===== src/rtl/aofc_pkg.sv =====
// Shared types and constants for the box overlap and face classifier.
`default_nettype none

package aofc_pkg;

	// Width of one signed edge coordinate
	localparam int COORD_BITS = 16;

	// Face of box A that box B touches
	typedef enum logic [2:0] {
		FACE_NONE      = 3'd0,
		FACE_TOP       = 3'd1,
		FACE_BOTTOM    = 3'd2,
		FACE_LEFT      = 3'd3,
		FACE_RIGHT     = 3'd4,
		FACE_CONTAINED = 3'd5
	} face_t;

	// One input item: the edges of both boxes
	typedef struct packed {
		logic signed [COORD_BITS-1:0] a_left;
		logic signed [COORD_BITS-1:0] a_right;
		logic signed [COORD_BITS-1:0] a_bottom;
		logic signed [COORD_BITS-1:0] a_top;
		logic signed [COORD_BITS-1:0] b_left;
		logic signed [COORD_BITS-1:0] b_right;
		logic signed [COORD_BITS-1:0] b_bottom;
		logic signed [COORD_BITS-1:0] b_top;
	} box_pair_t;

	// One result item
	typedef struct packed {
		logic  overlap;
		face_t face;
	} result_t;

endpackage

`default_nettype wire


===== src/rtl/aofc_overlap.sv =====
// Overlap test on doubled centers and doubled extents of two boxes.
`default_nettype none

module aofc_overlap (
	input  aofc_pkg::box_pair_t box,
	output logic                overlap
);
	import aofc_pkg::*;

	// Doubled center minus doubled extent needs three extra bits
	localparam int SW = COORD_BITS + 3;

	logic signed [SW-1:0] al, ar, ab, at, bl, br, bb, bt;
	logic signed [SW-1:0] cxa, cya, cxb, cyb, w2, h2;

	// Sign-extend all edges to the working width
	assign al = SW'(box.a_left);
	assign ar = SW'(box.a_right);
	assign ab = SW'(box.a_bottom);
	assign at = SW'(box.a_top);
	assign bl = SW'(box.b_left);
	assign br = SW'(box.b_right);
	assign bb = SW'(box.b_bottom);
	assign bt = SW'(box.b_top);

	// Doubled centers and summed extents
	assign cxa = al + ar;
	assign cya = ab + at;
	assign cxb = bl + br;
	assign cyb = bb + bt;
	assign w2  = (ar - al) + (br - bl);
	assign h2  = (at - ab) + (bt - bb);

	// Center distance within summed extents on both axes, touching included
	assign overlap = (cxb >= cxa - w2) && (cxb <= cxa + w2) &&
	                 (cyb >= cya - h2) && (cyb <= cya + h2);

endmodule

`default_nettype wire


===== config.mk =====
export PLATFORM = sky130hd
export DESIGN_NAME = aofc_overlap
export DESIGN_NICKNAME = d
export VERILOG_FILES = /design/src/rtl/aofc_pkg.sv /design/src/rtl/aofc_overlap.sv
export SDC_FILE = /design/constraint.sdc
export NUM_CORES = 1
export LEC_CHECK = 0
export BUFFER_PORTS_ARGS = -buffer_cell sky130_fd_sc_hd__buf_2
export CORE_MARGIN = 3
export CORE_UTILIZATION = 60
export DETAILED_ROUTE_END_ITERATION = 16
export PLACE_DENSITY = 0.82
export SLEW_MARGIN = 20
export SYNTH_ARGS = -nofsm -noshare
export SYNTH_HDL_FRONTEND = slang
export SYNTH_SLANG_ARGS = --single-unit

===== constraint.sdc =====
create_clock -name vclk -period 7.2
set_input_delay 0.36 -clock vclk [all_inputs]
set_output_delay 0.36 -clock vclk [all_outputs]
set_load 0.02 [all_outputs]

==> impl_metrics.ini, run 1 <==
[setup_path]
path_max_fanout = 4
worst-endpoint-required_ns = 6.84
timing.setup.critical_path_class = input port to output port
critPathCaptureType = output port
arrival_time_of_the_worst_setup_path_ns = 6.70
startpoint_type = input port

[drt]
route.vias.total = 10465
drtAntennaViolNets = 0
drc = 0
drt_iter0_drc = 501
routed_wirelength_um = 27100
drt-wirelength-per-cell_um = 15.3
detailedRoute.firstPassIterationCount = 6
routed_via_density = 5.89

[die]
die_h_um = 142
core_region_area_sq_mm = 0.0181
std_cell_rows = 49
dieWidth_um = 142
area_enclosed_by_the_die_boundary_sq_mm = 0.0202
floorplan.initialDensity_pct = 61.5
num_io_pins = 129

[sta]
finalSetupTns_ns = 0
tightestPinTransition_ns = 0.957
report.final.setup_viol = 0
finalHoldViolCount = 0
final-max-slew-violation-count = 0
max_freq_ghz = 0.142
final.period_utilization_pct = 98.0
max_slew_headroom_pct = 35.5
layout_min_cycle_time_ns = 7.06

[global_routing]
antenna_found_initial = 0
gr-total-overflow = 0
wire_length_of_the_first_global_routing_pass_um = 44900
largest_net_degree_at_the_start_of_global_routing = 13
first_global_vias = 10072
gr-usage-all-layers_pct = 25.6

[clock_network]
postCtsHoldBufs = 0

[placement]
io_buffers = 129
placed_area_sq_mm = 0.0121
dp_cells = 1772
post-dp-hpwl_um = 23700
gpl.final_weighted_congestion = 0.965

[cells_and_area]
clk_buf_instances = 0
fin_area_sq_mm = 0.0124
finalNetCount = 2000
finish.utilization_pct = 68.5
area_taken_by_flip_flops_and_latches_sq_um = 0
seq_cell_count = 0
fillers = 1518
n_antenna_cell = 0
count_of_non_filler_cells_in_the_finished_layout = 1777
area_delta_synth_final_pct = 11.4
post_route_cells_drive_above_1_share_pct = 14.9

[outcome]
outcome = finished clean

[logic_synthesis]
synthesis.instances = 1421
post_synth_instance_area_sq_mm = 0.0111
postSynthNetCount = 1871
yosys_warnings = 0
unique_cell_type_count_in_the_yosys_netlist = 72
synth_seq_area_share_pct = 0
post_synthesis_average_cell_area_sq_um = 7.82

[worst_hold_path]
hold_path_class = input port to output port

[flow_run]
max_cap_viol_count = 0
==> layout make-up <==
type               instances  area, sq um  area share, %
multi-input cells       1191        10500           84.8
well taps                229          287           2.31
inverters                203          762           6.15
repair buffers           154          840           6.78
==> metrics by stage <==
stage          setup slack, ns  hold WS [ns]
5_1_grt               -0.00454          1.95
3_5_place_dp            -0.155          1.92
6_report                 0.144          1.91
2_1_floorplan            0.265          1.46
4_1_cts                 0.0173          1.93
3_3_place_gp            0.0222          1.91
==> timing repair <==
item	in CTS	in global routing
setup buffers	0	5
endpoints found under the setup margin	1	1
pin swaps	0	31
resized for setup	5	54
==> worst max-delay path: stages <==
cell and delay [ns]:
sky130_fd_sc_hd__buf_2 0.12, sky130_fd_sc_hd__fa_1 0.53, sky130_fd_sc_hd__inv_1 0.05, sky130_fd_sc_hd__fa_1 0.47
sky130_fd_sc_hd__inv_1 0.04, sky130_fd_sc_hd__ha_2 0.18, sky130_fd_sc_hd__fa_2 0.38, sky130_fd_sc_hd__a211o_1 0.32
sky130_fd_sc_hd__a21oi_2 0.21, sky130_fd_sc_hd__o21bai_2 0.12, sky130_fd_sc_hd__o311a_1 0.40, sky130_fd_sc_hd__nor2_1 0.14
sky130_fd_sc_hd__xnor2_1 0.15, sky130_fd_sc_hd__ha_1 0.28, sky130_fd_sc_hd__or3_4 0.40, sky130_fd_sc_hd__o21a_1 0.21
sky130_fd_sc_hd__a31o_4 0.24, sky130_fd_sc_hd__mux2i_1 0.13, sky130_fd_sc_hd__and3_1 0.19, sky130_fd_sc_hd__ha_4 0.29
sky130_fd_sc_hd__nand3_2 0.13, sky130_fd_sc_hd__nor4_4 0.35, sky130_fd_sc_hd__nand4_1 0.19, sky130_fd_sc_hd__nand2_1 0.10
sky130_fd_sc_hd__mux2i_1 0.06, sky130_fd_sc_hd__nor4_1 0.35, sky130_fd_sc_hd__buf_4 0.19, sky130_fd_sc_hd__buf_6 0.11
==> per-layer routing <==
| layer | vias up | wire length [um] | GRT usage [%] |
|---|---|---|---|
| met5 | - | 0 | 0 |
| met4 | 0 | 411 | 4.09 |
| met3 | 30 | 1140 | 1.92 |
| met2 | 248 | 13300 | 45.7 |
| met1 | 4931 | 12300 | 34.6 |
| li1 | 5256 | - | - |
==> cells in the final DEF (no fill, tap or decap), types with 5 or more instances in the layout <==
| cell | synthesis | final |
|---|---|---|
| sky130_fd_sc_hd__or3_1 | 8 | 7 |
| sky130_fd_sc_hd__and4_1 | 5 | 5 |
| sky130_fd_sc_hd__buf_4 | 3 | 25 |
| sky130_fd_sc_hd__a21oi_1 | 124 | 114 |
| sky130_fd_sc_hd__and3_1 | 8 | 8 |
| sky130_fd_sc_hd__nor3_1 | 30 | 29 |
| sky130_fd_sc_hd__mux2i_1 | 5 | 5 |
| sky130_fd_sc_hd__or2_2 | 6 | 5 |
| sky130_fd_sc_hd__nand3_1 | 22 | 19 |
| sky130_fd_sc_hd__nand2_1 | 41 | 40 |
| sky130_fd_sc_hd__and2_1 | 5 | 5 |
| sky130_fd_sc_hd__nor2b_1 | 24 | 24 |
| sky130_fd_sc_hd__o31ai_1 | 13 | 10 |
| sky130_fd_sc_hd__a211o_1 | 6 | 6 |
| sky130_fd_sc_hd__xnor2_1 | 110 | 110 |
| sky130_fd_sc_hd__o21a_1 | 28 | 28 |
| sky130_fd_sc_hd__o21ai_1 | 11 | 11 |
| sky130_fd_sc_hd__o21ai_0 | 47 | 46 |
| sky130_fd_sc_hd__nor2_1 | 103 | 100 |
| sky130_fd_sc_hd__nand2b_1 | 22 | 22 |
| sky130_fd_sc_hd__o211ai_1 | 12 | 12 |
| sky130_fd_sc_hd__o311a_1 | 5 | 5 |
| sky130_fd_sc_hd__a21o_1 | 65 | 65 |
| sky130_fd_sc_hd__nand4_1 | 15 | 15 |
| sky130_fd_sc_hd__a211oi_1 | 9 | 9 |
| sky130_fd_sc_hd__ha_1 | 248 | 241 |
| sky130_fd_sc_hd__a31oi_1 | 14 | 12 |
| sky130_fd_sc_hd__a221oi_2 | 3 | 5 |
| sky130_fd_sc_hd__buf_2 | 5 | 128 |
| sky130_fd_sc_hd__o21bai_1 | 19 | 18 |
| sky130_fd_sc_hd__fa_1 | 74 | 72 |
| sky130_fd_sc_hd__inv_1 | 203 | 201 |
| sky130_fd_sc_hd__xor2_1 | 35 | 34 |
| sky130_fd_sc_hd__a21oi_2 | 2 | 12 |
==> logic make-up after synthesis <==
group / Yosys count / share of synthesized area [%]
fa+ha+maj: 322 / 41.2
mux: 6 / 0.552
simple gates: 308 / 13.9
compound gates: 410 / 24.9
buf+inv: 230 / 7.99
xor+xnor: 145 / 11.4
==> worst paths after layout <==
path / cells past startpoint / startpoint / slack, ns / to
max: 28 / box[0] / 0.14 / overlap
min: 10 / box[48] / 1.91 / overlap
==> synth_stat cells, types with 19 or more instances <==
cell	number	area share [%]
sky130_fd_sc_hd__o21a_1	28	1.9
sky130_fd_sc_hd__a21o_1	65	4.4
sky130_fd_sc_hd__nand2b_1	22	1.2
sky130_fd_sc_hd__fa_1	74	13
sky130_fd_sc_hd__a21oi_1	124	5.6
sky130_fd_sc_hd__o21ai_0	47	2.1
sky130_fd_sc_hd__xnor2_1	110	8.7
sky130_fd_sc_hd__inv_1	203	6.9
sky130_fd_sc_hd__nor2_1	103	3.5
sky130_fd_sc_hd__nor2b_1	24	1.4
sky130_fd_sc_hd__nand2_1	41	1.4
sky130_fd_sc_hd__ha_1	248	28
sky130_fd_sc_hd__nor3_1	30	1.4
sky130_fd_sc_hd__o21bai_1	19	1.3
sky130_fd_sc_hd__nand3_1	22	0.99
sky130_fd_sc_hd__xor2_1	35	2.8
Power of run 1 is not shown: default switching activity piles up to over one toggle a cycle in this logic, so the estimate is an artifact.
==> inputs of run 2 (changes only) <==
Settings changed: CORE_UTILIZATION 60 to 55, PLACE_DENSITY 0.82 to 0.76.
==> run 2 against run 1 <==
  * Global-route usage decreased by 2.3 points
  * Die area up 8.7%
  * Sequential share of layout area unchanged
  * Critical path type unchanged
==> impl_metrics.ini, run 2 (same netlist as run 1, synthesis figures left out) <==
[sta]
final-max-slew-violation-count = 0
max_slew_headroom_pct = 35.6
layout_min_cycle_time_ns = 6.91
tightestPinTransition_ns = 0.956
finalHoldViolCount = 0
max_freq_ghz = 0.145
final.period_utilization_pct = 95.9
report.final.setup_viol = 0

[global_routing]
wire_length_of_the_first_global_routing_pass_um = 44600
first_global_vias = 10016
gr-total-overflow = 0
gr-usage-all-layers_pct = 23.4
antenna_found_initial = 0
largest_net_degree_at_the_start_of_global_routing = 13

[drt]
routed_wirelength_um = 26700
route.vias.total = 10386
drtAntennaViolNets = 0
routed_via_density = 5.69
drt-wirelength-per-cell_um = 14.6
detailedRoute.firstPassIterationCount = 5
drt_iter0_drc = 561
drc = 0

[die]
dieWidth_um = 148
core_region_area_sq_mm = 0.0197
num_io_pins = 129
die_h_um = 148
std_cell_rows = 51
area_enclosed_by_the_die_boundary_sq_mm = 0.0220
floorplan.initialDensity_pct = 56.6

[cells_and_area]
area_delta_synth_final_pct = 12.4
post_route_cells_drive_above_1_share_pct = 15.0
clk_buf_instances = 0
count_of_non_filler_cells_in_the_finished_layout = 1826
fillers = 1795
seq_cell_count = 0
layout.cells.most_common = sky130_fd_sc_hd__ha_1
n_antenna_cell = 0
finalNetCount = 2013
most_frequent_cells_in_the_layout = sky130_fd_sc_hd__ha_1, sky130_fd_sc_hd__inv_1, sky130_fd_sc_hd__buf_2, sky130_fd_sc_hd__a21oi_1, sky130_fd_sc_hd__xnor2_1
area_taken_by_flip_flops_and_latches_sq_um = 0

[setup_path]
startpoint_type = input port
path_max_fanout = 4
critPathCaptureType = output port
critical_path_buf_inv_count = 5
timing.setup.critical_path_class = input port to output port
arrival_time_of_the_worst_setup_path_ns = 6.55
cpLargestDelayFamily = adder cells
worst_path_largest_cell_delay_ns = 0.52
slowest_stage = sky130_fd_sc_hd__fa_1
worst-endpoint-required_ns = 6.84

[clock_network]
postCtsHoldBufs = 0

[placement]
io_buffers = 129
gpl.final_weighted_congestion = 0.918
post-dp-hpwl_um = 23700
dp_cells = 1819

[flow_run]
max_cap_viol_count = 0

[worst_hold_path]
hold_path_class = input port to output port

[outcome]
outcome = finished clean
-- run 2: per-stage QoR --
step | utilization (%) | TNS (ns) | hold WS [ns] | setup WS [ns] | cell area (sq um)
after floorplan | - | 0 | 1.46 | 0.265 | 11100
after global placement | 62.1 | -0.0482 | 1.96 | -0.0482 | 12200
after detailed placement | 62.1 | -0.217 | 1.95 | -0.217 | 12200
after CTS | 62.4 | 0 | 1.95 | 0.0136 | 12300
after global routing | 63.6 | -0.0452 | 2.03 | -0.0452 | 12500
final | 63.6 | 0 | 1.95 | 0.292 | 12500
-- run 2: cell type report --
cell class | count | area [sq um] | share of cell area [%]
multi-input cells | 1191 | 10500 | 83.7
repair buffers | 167 | 946 | 7.57
inverters | 203 | 762 | 6.10
well taps | 265 | 332 | 2.65
-- run 2: final timing paths --
| path | cells past startpoint | slack, ns | startpoint | to |
|---|---|---|---|---|
| setup / recovery | 28 | 0.29 | box[0] | overlap |
| hold / removal | 10 | 1.95 | box[48] | overlap |
-- run 2: routing by layer --
layer	global-route usage [%]	wire (um)	share of wire (%)	vias to the layer above
met5	0	0	0	-
li1	-	-	-	5276
met1	33.1	12900	48	4886
met4	3.23	429	1.6	0
met3	0.518	808	3.0	28
met2	41.1	12600	47	196
-- run 2: timing repair --
item	in CTS	in global routing
setup buffers	1	6
cloned	0	0
pin swaps	2	28
endpoints found under the setup margin	1	1
gates resized for setup	6	43
Power of run 2 is left out for the same reason.
