--- config.mk ---
export PLATFORM = sky130hd
export DESIGN_NAME = aofc_face
export DESIGN_NICKNAME = d
export VERILOG_FILES = /design/src/rtl/aofc_pkg.sv /design/src/rtl/aofc_face.sv
export SDC_FILE = /design/constraint.sdc
export NUM_CORES = 1
export LEC_CHECK = 0
export BUFFER_PORTS_ARGS = -buffer_cell sky130_fd_sc_hd__buf_2
export CAP_MARGIN = 20
export CORE_MARGIN = 1
export CORE_UTILIZATION = 32
export DETAILED_ROUTE_END_ITERATION = 7
export SKIP_LAST_GASP = 1
export SLEW_MARGIN = 20
export SYNTH_ARGS = -nofsm -noshare
export SYNTH_HDL_FRONTEND = slang
export SYNTH_SLANG_ARGS = --single-unit
--- constraint.sdc ---
create_clock -name vclk -period 11.05
set_clock_uncertainty 0.1 [all_clocks]
set_input_delay 3.315 -clock vclk [all_inputs]
set_output_delay 3.315 -clock vclk [all_outputs]
set_load 0.01 [all_outputs]
--- src/rtl/aofc_pkg.sv ---
// Shared types and constants for the box overlap and face classifier.
`default_nettype none

package aofc_pkg;

	// Width of one signed edge coordinate
	localparam int COORD_BITS = 16;

	// Face of box A that box B touches
	typedef enum logic [2:0] {
		FACE_NONE      = 3'd0,
		FACE_TOP       = 3'd1,
		FACE_BOTTOM    = 3'd2,
		FACE_LEFT      = 3'd3,
		FACE_RIGHT     = 3'd4,
		FACE_CONTAINED = 3'd5
	} face_t;

	// One input item: the edges of both boxes
	typedef struct packed {
		logic signed [COORD_BITS-1:0] a_left;
		logic signed [COORD_BITS-1:0] a_right;
		logic signed [COORD_BITS-1:0] a_bottom;
		logic signed [COORD_BITS-1:0] a_top;
		logic signed [COORD_BITS-1:0] b_left;
		logic signed [COORD_BITS-1:0] b_right;
		logic signed [COORD_BITS-1:0] b_bottom;
		logic signed [COORD_BITS-1:0] b_top;
	} box_pair_t;

	// One result item
	typedef struct packed {
		logic  overlap;
		face_t face;
	} result_t;

endpackage

`default_nettype wire

--- src/rtl/aofc_face.sv ---
// Face selection for an overlapping box pair from edge compares and tie-breaks.
`default_nettype none

module aofc_face (
	input  aofc_pkg::box_pair_t box,
	output aofc_pkg::face_t     face
);
	import aofc_pkg::*;

	// Edge differences carry one extra bit
	localparam int DW = COORD_BITS + 1;

	// Absolute value of a signed difference, as unsigned of the same width
	function automatic logic [DW-1:0] mag(input logic signed [DW-1:0] d);
		logic [DW-1:0] r;
		r = d[DW-1] ? (~d + DW'(1)) : d;
		return r;
	endfunction

	logic          up, dn, rt, lf;
	logic [DW-1:0] m_right_left, m_left_right, m_top_bottom, m_bottom_top;
	logic          hx_lf_top, hx_rt_top, hx_lf_bot, hx_rt_bot;

	// Which sides of A box B reaches or passes
	assign up = box.b_top >= box.a_top;
	assign dn = box.b_bottom <= box.a_bottom;
	assign rt = box.b_right >= box.a_right;
	assign lf = box.b_left <= box.a_left;

	// Penetration depths used for tie-breaks
	assign m_right_left = mag(DW'(box.b_right) - DW'(box.a_left));
	assign m_left_right = mag(DW'(box.a_right) - DW'(box.b_left));
	assign m_top_bottom = mag(DW'(box.a_top) - DW'(box.b_bottom));
	assign m_bottom_top = mag(DW'(box.b_top) - DW'(box.a_bottom));

	assign hx_lf_top = m_right_left > m_top_bottom;
	assign hx_rt_top = m_left_right > m_top_bottom;
	assign hx_lf_bot = m_right_left > m_bottom_top;
	assign hx_rt_bot = m_left_right > m_bottom_top;

	// Corner pairs first, then single sides, else B sits inside A
	always_comb begin
		if (up && lf) begin
			face = hx_lf_top ? FACE_TOP : FACE_LEFT;
		end else if (up && rt) begin
			face = hx_rt_top ? FACE_TOP : FACE_RIGHT;
		end else if (dn && lf) begin
			face = hx_lf_bot ? FACE_BOTTOM : FACE_LEFT;
		end else if (dn && rt) begin
			face = hx_rt_bot ? FACE_BOTTOM : FACE_RIGHT;
		end else if (up) begin
			face = FACE_TOP;
		end else if (dn) begin
			face = FACE_BOTTOM;
		end else if (rt) begin
			face = FACE_RIGHT;
		end else if (lf) begin
			face = FACE_LEFT;
		end else begin
			face = FACE_CONTAINED;
		end
	end

endmodule

`default_nettype wire

==> results, run 1 <==
- The residual DRC count is 0.
- STA classifies the critical path endpoint as a primary output.
- Yosys printed 0 warnings.
- STA classifies the critical path startpoint as a primary input.
- The die covers 26400 µm².
- After detailed placement, the design holds a cell count of roughly 1800.
- The congestion estimate from routability-driven global placement came to about 0.87.
- For this run, the number of standard cells in the final layout without fillers is 1847.
- Traced cell by cell, the critical path runs through buf_6 > inv_4 > ha_4 > fa_2 > nand2b_4 > a211oi_4 > o41ai_4 > o21ai_2 > a32o_2 > buf_6 > nor2_2 > xnor2_2 > ha_1 > o21a_1 > o21a_1 > o21a_1 > o21a_1 > o21bai_2 > a211oi_2 > maj3_2 > a311oi_2 > o21ai_1 > a222oi_1 > buf_2.
- The number of maximum-capacitance constraint violations is 0.
- The via count of the first global-routing pass is roughly 9300.
- IR analysis of the VDD net gives a maximum drop of 0.0000645 V.
- The final-stage net count is between 1500 and 2000.
- The first routing iteration left between 500 and 600 violations.
- The maximum single-stage delay on the critical path is 0.38 ns.
- After routing, the total negative slack on setup checks comes to -0.392 ns.
- The design has 0 sequential cells.
- For this run, the share of the core covered by cells in the final layout is 0.479.
- Setup violations remaining at the end of the flow were counted as 3.
- The average instance in the mapped netlist occupies 7.49 µm².
- The static power due to leakage is ~6.2 nW.
- Data arrives at the worst endpoint at 7.83 ns.
- The top cell types in the final layout, fill and taps aside, are 294 x sky130_fd_sc_hd__buf_4, 185 x sky130_fd_sc_hd__ha_1, 127 x sky130_fd_sc_hd__buf_2.
- The first-pass GRT wire length is about 45000 µm.
- Along the worst path, the maximum fanout reaches 4.
- Across the whole layout, storage elements account for 0 µm².
- In the routed layout, each cell is associated on average with a via count of around 5.1.
- Counting stages on the worst path, the most repeated cell is sky130_fd_sc_hd__o21a_1.
- The number of hold violations in the final report was 0.
- Leaving out fill and tap cells, the most frequent cell in the layout is sky130_fd_sc_hd__buf_4.
- The iteration count of the initial detailed-routing pass is 4.
- Input and output buffers added on the ports amount to 131.
- Of the cells placed in the final design, the portion with a size suffix greater than 1 is 0.370.
- In this run the count of I/O pins placed on the die edge is between 100 and 150.
- The floorplan has 58 rows.
- Headroom to the max-slew limit came out at 0.421.
- Of the available clock period, the critical path in the final layout requires 1.02.
- The run finished, with violations left.
- The netlist uses between 100 and 150 different library cells.
- The type of the tightest min-delay check is primary input to primary output.
- In this run the remaining antenna-violating nets after routing total 0.
- The number of buffers added to fix hold violations after cts is 0.
- The die boundary height is between 150 and 200 µm.
- The number of antenna violations at the first check in global routing is 0.
- The worst hold path terminates at face[2].
- From left edge to right edge, the die measures ~160 µm.
- The total number of vias is ~9500.
- At the worst endpoint, the required time is 7.64 ns.
- After floorplanning, the core was sized to cover 25300 µm².
- Summing all non-filler instances in the final layout gives an area of between 10000 and 15000 µm².
- The total standard cell area after synthesis is between 8000 and 9000 µm².
- Setup repair after global routing could not meet its margin everywhere.
- The clock buffers instantiated in the layout total 0.
- The slack of the critical path is -0.192 ns.
- After detailed routing, the average wire length per cell comes to approximately 15 µm.
- The detailed-placement wirelength estimate is 24300 µm.
- The checks that failed: negative setup slack.
- The number of nets in the synthesized netlist is around 1400.
- The worst hold path passes through 5 cells.
- The pin count of the biggest net entering global routing is 11.
- The total power is between 0.001 and 0.0015 W.
- The cell area reported after detailed placement is ~11000 µm².
- For this block, the routed nets add up to around 28000 µm of wire.
- The layout overhead on the synthesized area is 46.7%.
- The final-report max-slew violation count came to 0.
- The launch instance of the worst min-delay path is box[63].
- The sequential cell area fraction in the yosys report is 0.
- After technology mapping, the gate count stands at around 1100.
- For this run, the total global-route usage over all layers was measured as 0.209.
- After layout, the minimum clock period comes to around 11 ns.
- The starting density of the core is 0.327.
- The critical path is of the primary input to primary output type.
- The total grt overflow is 0.
- The number of filler cells placed in the layout is between 2000 and 3000.
- Timing would allow up to approximately 89 MHz.
- The slowest cell on the critical path is sky130_fd_sc_hd__fa_2.
- The slew of the pin with the lowest slew margin is between 0.8 and 0.9 ns.
- The antenna diode instance count is 0.
- The power density over the cells is roughly 110 nW/µm².
-- per-layer routing --
metal | track usage | part of all wire | up-vias
met2 | 0.369 | 0.48 | 163
met3 | 0.00331 | 0.026 | 22
met4 | 0.0229 | 0.0095 | 0
li1 | - | - | 4891
met1 | 0.290 | 0.49 | 4421
met5 | 0 | 0 | -
-- final cells by class --
class	instances	area, µm²	share of cell area
inverters	119	452	0.0373
repair buffers	430	2940	0.243
well taps	330	413	0.0341
multi-input cells	968	8300	0.685
-- worst max-delay path: cells and delay by family --
kind	cells	cell delay (ns)
AOI/OAI and AO/OA	13	2.48
and+or+nand+nor	2	0.20
xor gates and xnor gates	1	0.22
adders and majority gates	4	1.15
buffers and inverters	4	0.45
-- cell usage after synthesis, types with 5 or more instances --
cell	instances	area (µm²)
sky130_fd_sc_hd__nand4_1	27	169
sky130_fd_sc_hd__xor2_1	42	368
sky130_fd_sc_hd__nor2_1	84	315
sky130_fd_sc_hd__and3_1	10	62.6
sky130_fd_sc_hd__o21ai_0	52	260
sky130_fd_sc_hd__a21boi_0	5	37.5
sky130_fd_sc_hd__inv_1	119	447
sky130_fd_sc_hd__clkbuf_1	7	26.3
sky130_fd_sc_hd__nand2_1	55	206
sky130_fd_sc_hd__or2_2	5	31.3
sky130_fd_sc_hd__o21ai_1	5	25.0
sky130_fd_sc_hd__nor3_1	16	80.1
sky130_fd_sc_hd__ha_1	196	2450
sky130_fd_sc_hd__o21a_1	46	345
sky130_fd_sc_hd__o211ai_1	10	75.1
sky130_fd_sc_hd__mux2i_1	5	50.1
sky130_fd_sc_hd__a21oi_1	79	395
sky130_fd_sc_hd__nand2b_1	19	119
sky130_fd_sc_hd__nor2b_1	24	150
sky130_fd_sc_hd__nand3_1	21	105
sky130_fd_sc_hd__nor4_1	10	62.6
sky130_fd_sc_hd__xnor2_1	52	455
sky130_fd_sc_hd__o21bai_1	9	67.6
sky130_fd_sc_hd__a211oi_1	14	105
sky130_fd_sc_hd__and2_1	7	43.8
sky130_fd_sc_hd__a31oi_1	11	68.8
sky130_fd_sc_hd__a21o_1	40	300
sky130_fd_sc_hd__o31ai_1	5	37.5
-- worst max path at each step --
stage                     startpoint  endpoint  slack, ns
final                        box[96]   face[2]      -0.19
after global routing          box[0]   face[2]      -0.51
after CTS                     box[0]   face[2]      -0.23
after detailed placement      box[0]   face[2]      -0.51
after global placement       box[81]   face[2]      -0.47
after floorplan               box[0]   face[2]       0.02
-- metrics by stage --
step                worst slack, ns  hold slack, ns
finish                       -0.192            7.48
global route                 -0.514            7.57
CTS                          -0.226            7.50
detailed placement           -0.509            7.47
global placement             -0.468            7.48
floorplan                    0.0162            7.05
-- cell families (layout without fill, tap and decap cells) --
family,after synthesis,count (layout),share of synthesized area
buffers and inverters,134,549,0.0655
multiplexers,5,5,0.00606
AO/OA/AOI/OAI,344,344,0.297
AND/OR/NAND/NOR,318,318,0.207
XOR/XNOR,100,100,0.116
adder cells (fa/ha/maj),201,201,0.308
-- power by group --
| part | switching (W) | internal [W] |
|---|---|---|
| Combinational | 0.000632 | 0.000656 |
| Sequential | 0 | 0 |
| Clock | 0 | 0 |
-- repair_timing --
action                                 CTS  global route
endpoints found under the hold margin    0             0
setup buffers                           24             1
setup endpoints to repair                3             3
gates resized for setup                105            23
pin swaps                               80            22
No activity file was read; power rests on OpenSTA's default activity.
==> run 2, diff against run 1 <==
CORE_MARGIN = unset   (was 1)
MAX_ROUTING_LAYER = met4   (was unset)
==> results, run 2 (synthesized netlist as in run 1, its figures left out) <==
- The checks that failed: negative setup slack.
- Routability-driven placement finished with a final weighted congestion of between 0.8 and 0.9.
- The worst hold path passes through 5 cells.
- The number of clock-tree buffers in the layout is 0.
- Summed over all nets, the half-perimeter wirelength after detailed placement is 24000 µm.
- The count of nets left with antenna violations after detail routing is 0.
- The iteration count of the initial detailed-routing pass is 5.
- The type of the setup path with the least slack is primary input to primary output.
- The width of the die is 163 µm.
- The floorplan has 58 rows.
- The first global-routing pass estimated approximately 44000 µm of wire.
- At the placement stage, the worst setup path has a slack of -0.611 ns.
- In the routed layout, each cell is associated on average with a via count of slightly above 5.
- The tightest min-delay check is of the primary input to primary output type.
- Summed over all failing endpoints, the final setup total negative slack is -0.464 ns.
- The starting density of the core is 0.327.
- After layout, the minimum clock period comes to between 10 and 15 ns.
- The slew of the pin with the lowest slew margin is between 0.9 and 1 ns.
- Of the cells placed in the final design, the portion with a size suffix greater than 1 is 0.368.
- The power density over the cells is between 100 and 150 nW/µm².
- The detailed-route wire length is 27400 µm.
- The via count of the first global-routing pass came to between 9000 and 10000.
- The number of hold violations in the final report was 0.
- After layout, the worst setup slack is -0.205 ns.
- The static power due to leakage is between 6 and 7 nW.
- In the layout the commonest cells are 298 x sky130_fd_sc_hd__buf_4, 188 x sky130_fd_sc_hd__ha_1, 129 x sky130_fd_sc_hd__buf_2.
- In this run the most critical hold path is launched from box[63].
- The share of total power dissipated in combinational logic is 1.000.
- The path with the worst hold slack has its endpoint at face[2].
- The internal portion of the total power is about 0.00064 W.
- The total number of vias is ~9500.
- The final-report setup violation count is 3.
- The final-stage net count is ~1800.
- The die covers 26400 µm².
- The number of filler cells placed in the layout is 2566.
- Setup repair after global routing could not meet its margin everywhere.
- The largest driver fanout on the critical path is 2.
- The number of antenna violations at the first check in global routing is 0.
- Overall power consumption after layout is estimated at 0.00125 W.
- From synthesis to final layout, the design area changed by 45.8%.
- The die boundary height is 163 µm.
- Summing all multi-input logic gate instances after layout gives between 8000 and 9000 µm².
- For this run, the total global-route usage over all layers was measured as 0.210.
- The total grt overflow is 0.
- The number of violations reported at the end of detailed-routing iteration 0 is approximately 440.
- The fraction of power consumed by sequential logic is 0.
- The run finished, with violations left.
- The number of port buffers is 131.
- The switching fraction of total power is 0.491.
- In the finished design, the share of the clock period the worst path needs comes to 1.02.
- STA classifies the critical path endpoint as a primary output.
- Of the total power, the clock network draws 0.
- Once layout is done, the placed cells without fillers occupy around 12000 µm².
- Leaving out fill and tap cells, the most frequent cell in the layout is sky130_fd_sc_hd__buf_4.
- The required time of the worst setup path is 7.64 ns.
- The startpoint type of the worst setup path is a primary input.
- The number of flip-flops and latches is 0.
- The worst pin sits at a relative slew slack of 0.362.
- The sequential cell area is 0 µm².
- For this run, design rule violations remaining after detail routing come to 0.
- The maximum clock frequency is roughly 89 MHz.
- The maximum vdd drop is 0.0000576 V.
- Across the run, the number of max-cap violations was 0.
- The number of ports placed on the die boundary is 131.
- The average wire per cell in the routed design is 14.8 µm.
- The net switching component of the power is between 0.0006 and 0.0007 W.
- The final-report max-slew violation count is 0.
- The pin count of the biggest net entering global routing is 11.
- For the worst setup path, the data arrival time is a little under 8 ns.
- Once placement finished, the instance area stood at 11300 µm².
- The number of antenna diodes in the final layout is 0.
- The core box area is 25300 µm².
run 2: cell count changes in the layout (fill, tap and decap cells not counted), sizes merged:
| cell | delta |
|---|---|
| buf | +1 |
run 2: power by group through the flow:
stage | Combinational (W) | Clock, W | Sequential (W)
after floorplan | 0.000680 | 0 | 0
after global placement | 0.00110 | 0 | 0
after CTS | 0.00122 | 0 | 0
after global routing | 0.00138 | 0 | 0
after detailed placement | 0.00112 | 0 | 0
final | 0.00125 | 0 | 0
run 2: worst max-delay path, stage by stage:
cell,delay (ns)
sky130_fd_sc_hd__buf_2,0.11
sky130_fd_sc_hd__inv_2,0.06
sky130_fd_sc_hd__ha_4,0.13
sky130_fd_sc_hd__inv_2,0.03
sky130_fd_sc_hd__fa_2,0.36
sky130_fd_sc_hd__a211oi_4,0.26
sky130_fd_sc_hd__o21ai_2,0.10
sky130_fd_sc_hd__a211oi_2,0.23
sky130_fd_sc_hd__nor2_1,0.08
sky130_fd_sc_hd__o211ai_1,0.25
sky130_fd_sc_hd__a31o_2,0.23
sky130_fd_sc_hd__mux2i_2,0.25
sky130_fd_sc_hd__ha_1,0.28
sky130_fd_sc_hd__nor2b_1,0.14
sky130_fd_sc_hd__o21a_1,0.16
sky130_fd_sc_hd__o21a_1,0.16
sky130_fd_sc_hd__o21a_1,0.16
sky130_fd_sc_hd__o21a_1,0.16
sky130_fd_sc_hd__o21a_1,0.17
sky130_fd_sc_hd__o21bai_2,0.21
sky130_fd_sc_hd__a211oi_2,0.10
sky130_fd_sc_hd__a211oi_1,0.17
sky130_fd_sc_hd__o21ai_1,0.12
sky130_fd_sc_hd__buf_4,0.15
sky130_fd_sc_hd__a221o_1,0.32
sky130_fd_sc_hd__buf_2,0.15
run 2: timing repair:
item | in CTS | in global routing
cloned | 0 | 0
buffers inserted | 23 | 5
gates resized for setup | 96 | 23
endpoints found under the setup margin | 3 | 3
pin swaps | 75 | 24
hold buffers | 0 | 0
run 2: metrics by stage:
step	hold slack (ns)	cells	util
detailed placement	7.49	1822	0.447
finish	7.49	1848	0.476
global route	7.55	1848	0.476
floorplan	7.05	1102	-
global placement	7.49	1822	0.447
CTS	7.49	1843	0.471
run 2: worst max path at each step:
stage | from | cells after the start | to
final | box[64] | 26 | face[0]
after global routing | box[81] | 25 | face[2]
after CTS | box[48] | 26 | face[2]
after detailed placement | box[64] | 25 | face[2]
after global placement | box[64] | 25 | face[2]
after floorplan | box[0] | 23 | face[2]
run 2: cell type report:
type	count	share of cell area
Inverter	119	0.0373
Multi-Input combinational cell	968	0.685
Tap cell	330	0.0343
Timing Repair Buffer	431	0.244
run 2: routing by layer:
metal | track usage | vias up | part of all wire
met5 | - | - | 0
li1 | - | 4894 | -
met2 | 0.353 | 167 | 0.47
met1 | 0.290 | 4401 | 0.49
met4 | 0.0187 | 0 | 0.0099
met3 | 0.00535 | 21 | 0.037
